[config.mk]
export PLATFORM = sky130hd
export DESIGN_NAME = rbse_ram
export DESIGN_NICKNAME = d
export VERILOG_FILES = /design/src/hw/rtl/assert_macros.svh /design/src/hw/rtl/rbse_ram.sv
export SDC_FILE = /design/constraint.sdc
export NUM_CORES = 1
export LEC_CHECK = 0
export BUFFER_PORTS_ARGS = -buffer_cell sky130_fd_sc_hd__buf_2
export CORE_ASPECT_RATIO = 1.1
export CORE_MARGIN = 3
export CORE_UTILIZATION = 33
export DETAILED_ROUTE_END_ITERATION = 7
export GPL_TIMING_DRIVEN = 0
export SYNTH_ARGS = -nofsm -noshare
export SYNTH_HDL_FRONTEND = slang
export SYNTH_SLANG_ARGS = --single-unit
[constraint.sdc]
create_clock -name clock -period 3 [get_ports clock]
set_clock_uncertainty 0.2 [all_clocks]
set_input_delay 0.15 -clock clock [delete_from_list [all_inputs] [get_ports clock]]
set_output_delay 0.15 -clock clock [all_outputs]
set_load 0.02 [all_outputs]
[src/hw/rtl/assert_macros.svh]
// Assertion macros for the RTL, included by the slot engine top level.
`ifndef ASSERT_MACROS_SVH
`define ASSERT_MACROS_SVH

// Same-cycle implication, sampled on clock, off while reset is high.
`define ASSERT_IMPLIES(lbl, ante, cons) \
   lbl: assert property (@(posedge clock) disable iff (reset) (ante) |-> (cons)) \
      else $error("assertion failed");

// Next-cycle implication, sampled on clock, off while reset is high.
`define ASSERT_NEXT(lbl, ante, cons) \
   lbl: assert property (@(posedge clock) disable iff (reset) (ante) |=> (cons)) \
      else $error("assertion failed");

`endif

[src/hw/rtl/rbse_ram.sv]
// Generic single-port synchronous RAM with registered read data.
module rbse_ram #(
   parameter int WIDTH = 8,
   parameter int DEPTH = 16
) (
   input  logic                                   clock,
   input  logic                                   en,
   input  logic                                   we,
   input  logic [((DEPTH > 1) ? $clog2(DEPTH) : 1)-1:0] addr,
   input  logic [WIDTH-1:0]                       wdata,
   output logic [WIDTH-1:0]                       rdata
);

   logic [WIDTH-1:0] mem [DEPTH];
   logic [WIDTH-1:0] rdata_ff;

   always_ff @(posedge clock) begin
      if (en) begin
         if (we) begin
            mem[addr] <= wdata;
         end else begin
            rdata_ff <= mem[addr];
         end
      end
   end

   assign rdata = rdata_ff;

endmodule

* Word level (Yosys, flattened, before mapping) *
Memory sizes are Yosys's and may differ from the RTL's. A register that Yosys moved wholly into a read port is not among the register bits.
Cells that the tools add are included.

word-level totals
  output and inout port bits = 8
  ROM bits = 0
  RAM bits = 128
  register bits = 0
  latch bits = 0
  memories = 1
  logic and storage cells = 6
  input bits = 15

operators by class
  muxes and demuxes = 3
  reduce and logical (&&, ||, !) cells = 1
  divide/modulo/power cells = 0
  add/sub/neg operators = 0
  $lt $le $gt $ge = 0
  bitwise logic cells = 1
  equality and inequality tests = 0
  shift operators = 0
  multiply operators = 0

memories
  name  depth  width  read ports  clocked after memory_dff  wr ports  line            RTL
  mem   16     8      1           1                         1         rbse_ram.sv:14  logic [WIDTH-1:0] mem [DEPTH];

operators with widths
  cell              count
  $mux 1            3
  $reduce_and 2->1  1
  $not 1->1         1

* Longest topological paths before layout *
  depth in word-level cells = 3
  mapped depth = 5

* Least setup slack after synthesis *
No wires, ideal clock.

  path kind = in2reg
  start = input addr[0] (netlist bit)
  end = memory mem[0][0] (enable)
  arrival = 1.489 ns
  setup time = 0.383 ns
  stages = 4
  slack = 0.928 ns
  path through = buf_6 -> buf_2 -> or3_1 -> nor3_1

RTL lines
  item             line            RTL
  start, declared  rbse_ram.sv:9   input logic [((DEPTH > 1) ? $clog2(DEPTH) : 1)-1:0] addr,
  end, declared    rbse_ram.sv:14

No word-level cell before the write port.

* Final worst setup path *
  start = input addr[1] (netlist bit)
  end = memory mem[2][2] (enable)

No word-level cell before the write port.

==> run summary <==
Post-DP HPWL: 6470 um
Max H-tree Level: 4
Routed vias: 2395
Gate Count Post-Synth: 234
DRC: 0
Design area: 6270 um^2
Power Density: 703 nW/um^2
Number of synthesis warnings: 0
Pre-antenna DRT Iters: 5
Drt initial violations: 186
R2r worst-path depth: 3
Hold path cells: 2
Worst R2R Setup Slack: 1.14 ns
Max Cap Viol: 0
DIE WIDTH: 126 um
Critical Path AT: 2.24 ns
Critical path cell sequence: buf_2 -> buf_1 -> nand4b_1 -> nor3_1
Area share of the largest cell type after synthesis: 0.780
Grt total ovfl: 0
CORE AREA: 15300 um^2
Fillers: 1367
Critical Path RT: 2.82 ns
CTS Hold Bufs: 8
CP Class: input port to register
Postcts setup bufs: 0
LEAKAGE: 2.05 nW
Crit end category: register
Synth top cells by count: 136 x edfxtp_1, 16 x a22oi_1, 16 x mux4_1, 16 x mux4_2, 13 x nor2_1
Sink Count: 136
Worst hold path type: input port to register
VDD IR max: 0.397 mV
Asr flop ratio synth: 0
Mapped Area: 5240 um^2
Worst-Margin Slew: 1.27 ns
Critical Path Max Stage Delay: 1.05 ns
Fin. Hold Viols: 0
Gpl congestion: 0.842
Ant. Diodes: 0
Post-Synthesis Net Count: 249
Initial Util: 0.343
Post-CTS sizing: 0
GRT Util Overall: 0.125
Die area: 17400 um^2
Seq/Total Area, Yosys: 0.780
Area grow syn2layout: 19.7%
Global Route met1 Usage: 0.160
Fin crit period: 2.42 ns
Row Count: 47
Cell taking the most area after synthesis: edfxtp_1
Final Max Tran Viols: 0
Worst slew margin: 0.145
Placed Instance Area: 5580 um^2
Unique masters post-synth: 18
Fmax: 0.413 GHz
Setup violations, final: 0
Met3 Track Usage GR: 0.0413
Most numerous cell in the Yosys netlist: edfxtp_1
Layout cell share with drive strength beyond 1: 0.231
Ports: 23
Yosys reg bits: 136
Antenna viol nets, final: 0
Tcrit/Tclk final: 0.808
Busiest layer in global routing: met2
Routed wire length: 10100 um
CTS tree: done
Total CTS buffers: 17
Area contributors post-synth: edfxtp_1 78%, mux4_1 8.0%, mux4_2 6.9%
Antenna violations before repair: 0
Wire per inst: 20.7 um
CTS max path bufs: 2
GR Util met2: 0.191
Mapped Avg Cell Area: 22.4 um^2
Reg clk slew, reported paths: 0.05 ns
Insertion delay to the later sink of the worst-skew pair: 0.42 ns
Largest net degree at the start of global routing: 17
Avg Vias per Cell: 4.88
Final TNS setup: 0 ns
Top FF cell, synth: edfxtp_1
Port buffer count: 20
Tot Pwr: 4.41 mW
CP max-delay cell: nor3_1
Clk root buf: clkbuf_16
Final core utilization: 0.410
Status: finished clean
Post-synth EDFFs: 136
Unrepaired setup endpoints after global routing: no
Startpoint types: input port
Height of the die: 138 um
Vias in the first global route: 2514
First-pass GRT wire length: 15600 um
# nets final: 297
Crit Path Max Fanout: 10
==> stage by stage <==
stage / setup WS, ns / hold slack (ns) / instances
floorplan: 0.928 / 0.0489 / 234
global placement: 0.134 / 0.348 / 450
detailed placement: 0.00880 / 0.367 / 450
CTS: 0.439 / 0.0455 / 490
global route: 0.414 / 0.0676 / 491
finish: 0.576 / 0.0780 / 491
==> layout by cell type, fill, tap and decap left out, drive strengths merged <==
cell,Yosys,layout
mux4,32,32
and2,1,1
nand2,10,10
or3,1,1
edfxtp,136,136
buf,8,28
a22oi,16,16
nor3,4,4
nand4,1,1
nand4b,2,2
clkinv,0,7
nor2b,3,3
dlygate4sd3,0,8
bufinv,0,4
nor2,13,13
clkinvlp,0,1
nand2b,2,2
clkbuf,5,26
==> metal layers <==
layer | wire (um) | share of wire
met1 | 4240 | 0.42
met5 | 0 | 0
met3 | 758 | 0.075
met4 | 114 | 0.011
met2 | 5040 | 0.50
==> cell type report <==
| cell class | count | area [um^2] | area share |
|---|---|---|---|
| clock inverters | 12 | 156 | 0.0250 |
| clock buffers | 20 | 437 | 0.0697 |
| repair buffers | 29 | 188 | 0.0299 |
| well taps | 196 | 245 | 0.0391 |
| multi-input cells | 85 | 1080 | 0.172 |
| flip-flops and latches | 136 | 4080 | 0.651 |
| plain buffers | 13 | 78.8 | 0.0126 |
==> kinds of logic (layout without fill, tap and decap cells) <==
family	Yosys count	count (layout)	share of synthesized area
flip-flops	136	136	0.780
AND/OR/NAND/NOR	37	37	0.0332
multiplexers	32	32	0.149
AO/OA/AOI/OAI	16	16	0.0229
buffers and inverters	13	74	0.0150
==> flip-flops by register name, summed over array words and instances, names as in the netlist <==
name	flops
mem	128
rdata	8
==> where the power goes <==
group / internal (mW) / switching, mW / total, mW
combinational: 0.0770 / 0.116 / 0.193
clock: 1.37 / 0.715 / 2.09
sequential: 2.12 / 0.00484 / 2.13
total: 3.57 / 0.837 / 4.41
==> path summary, 6_finish.rpt <==
check / start / endpoint
max: addr[1] / mem[2][2]
min: we / rdata[3]
max reg2reg: mem[10][3] / rdata[3]
min reg2reg: mem[6][3] / rdata[3]
==> critical path, delay by kind of cell <==
family / cells / cell delay, ns
simple gates: 2 / 1.38
buf+inv: 2 / 0.72
(Power assumes the default switching activity.)
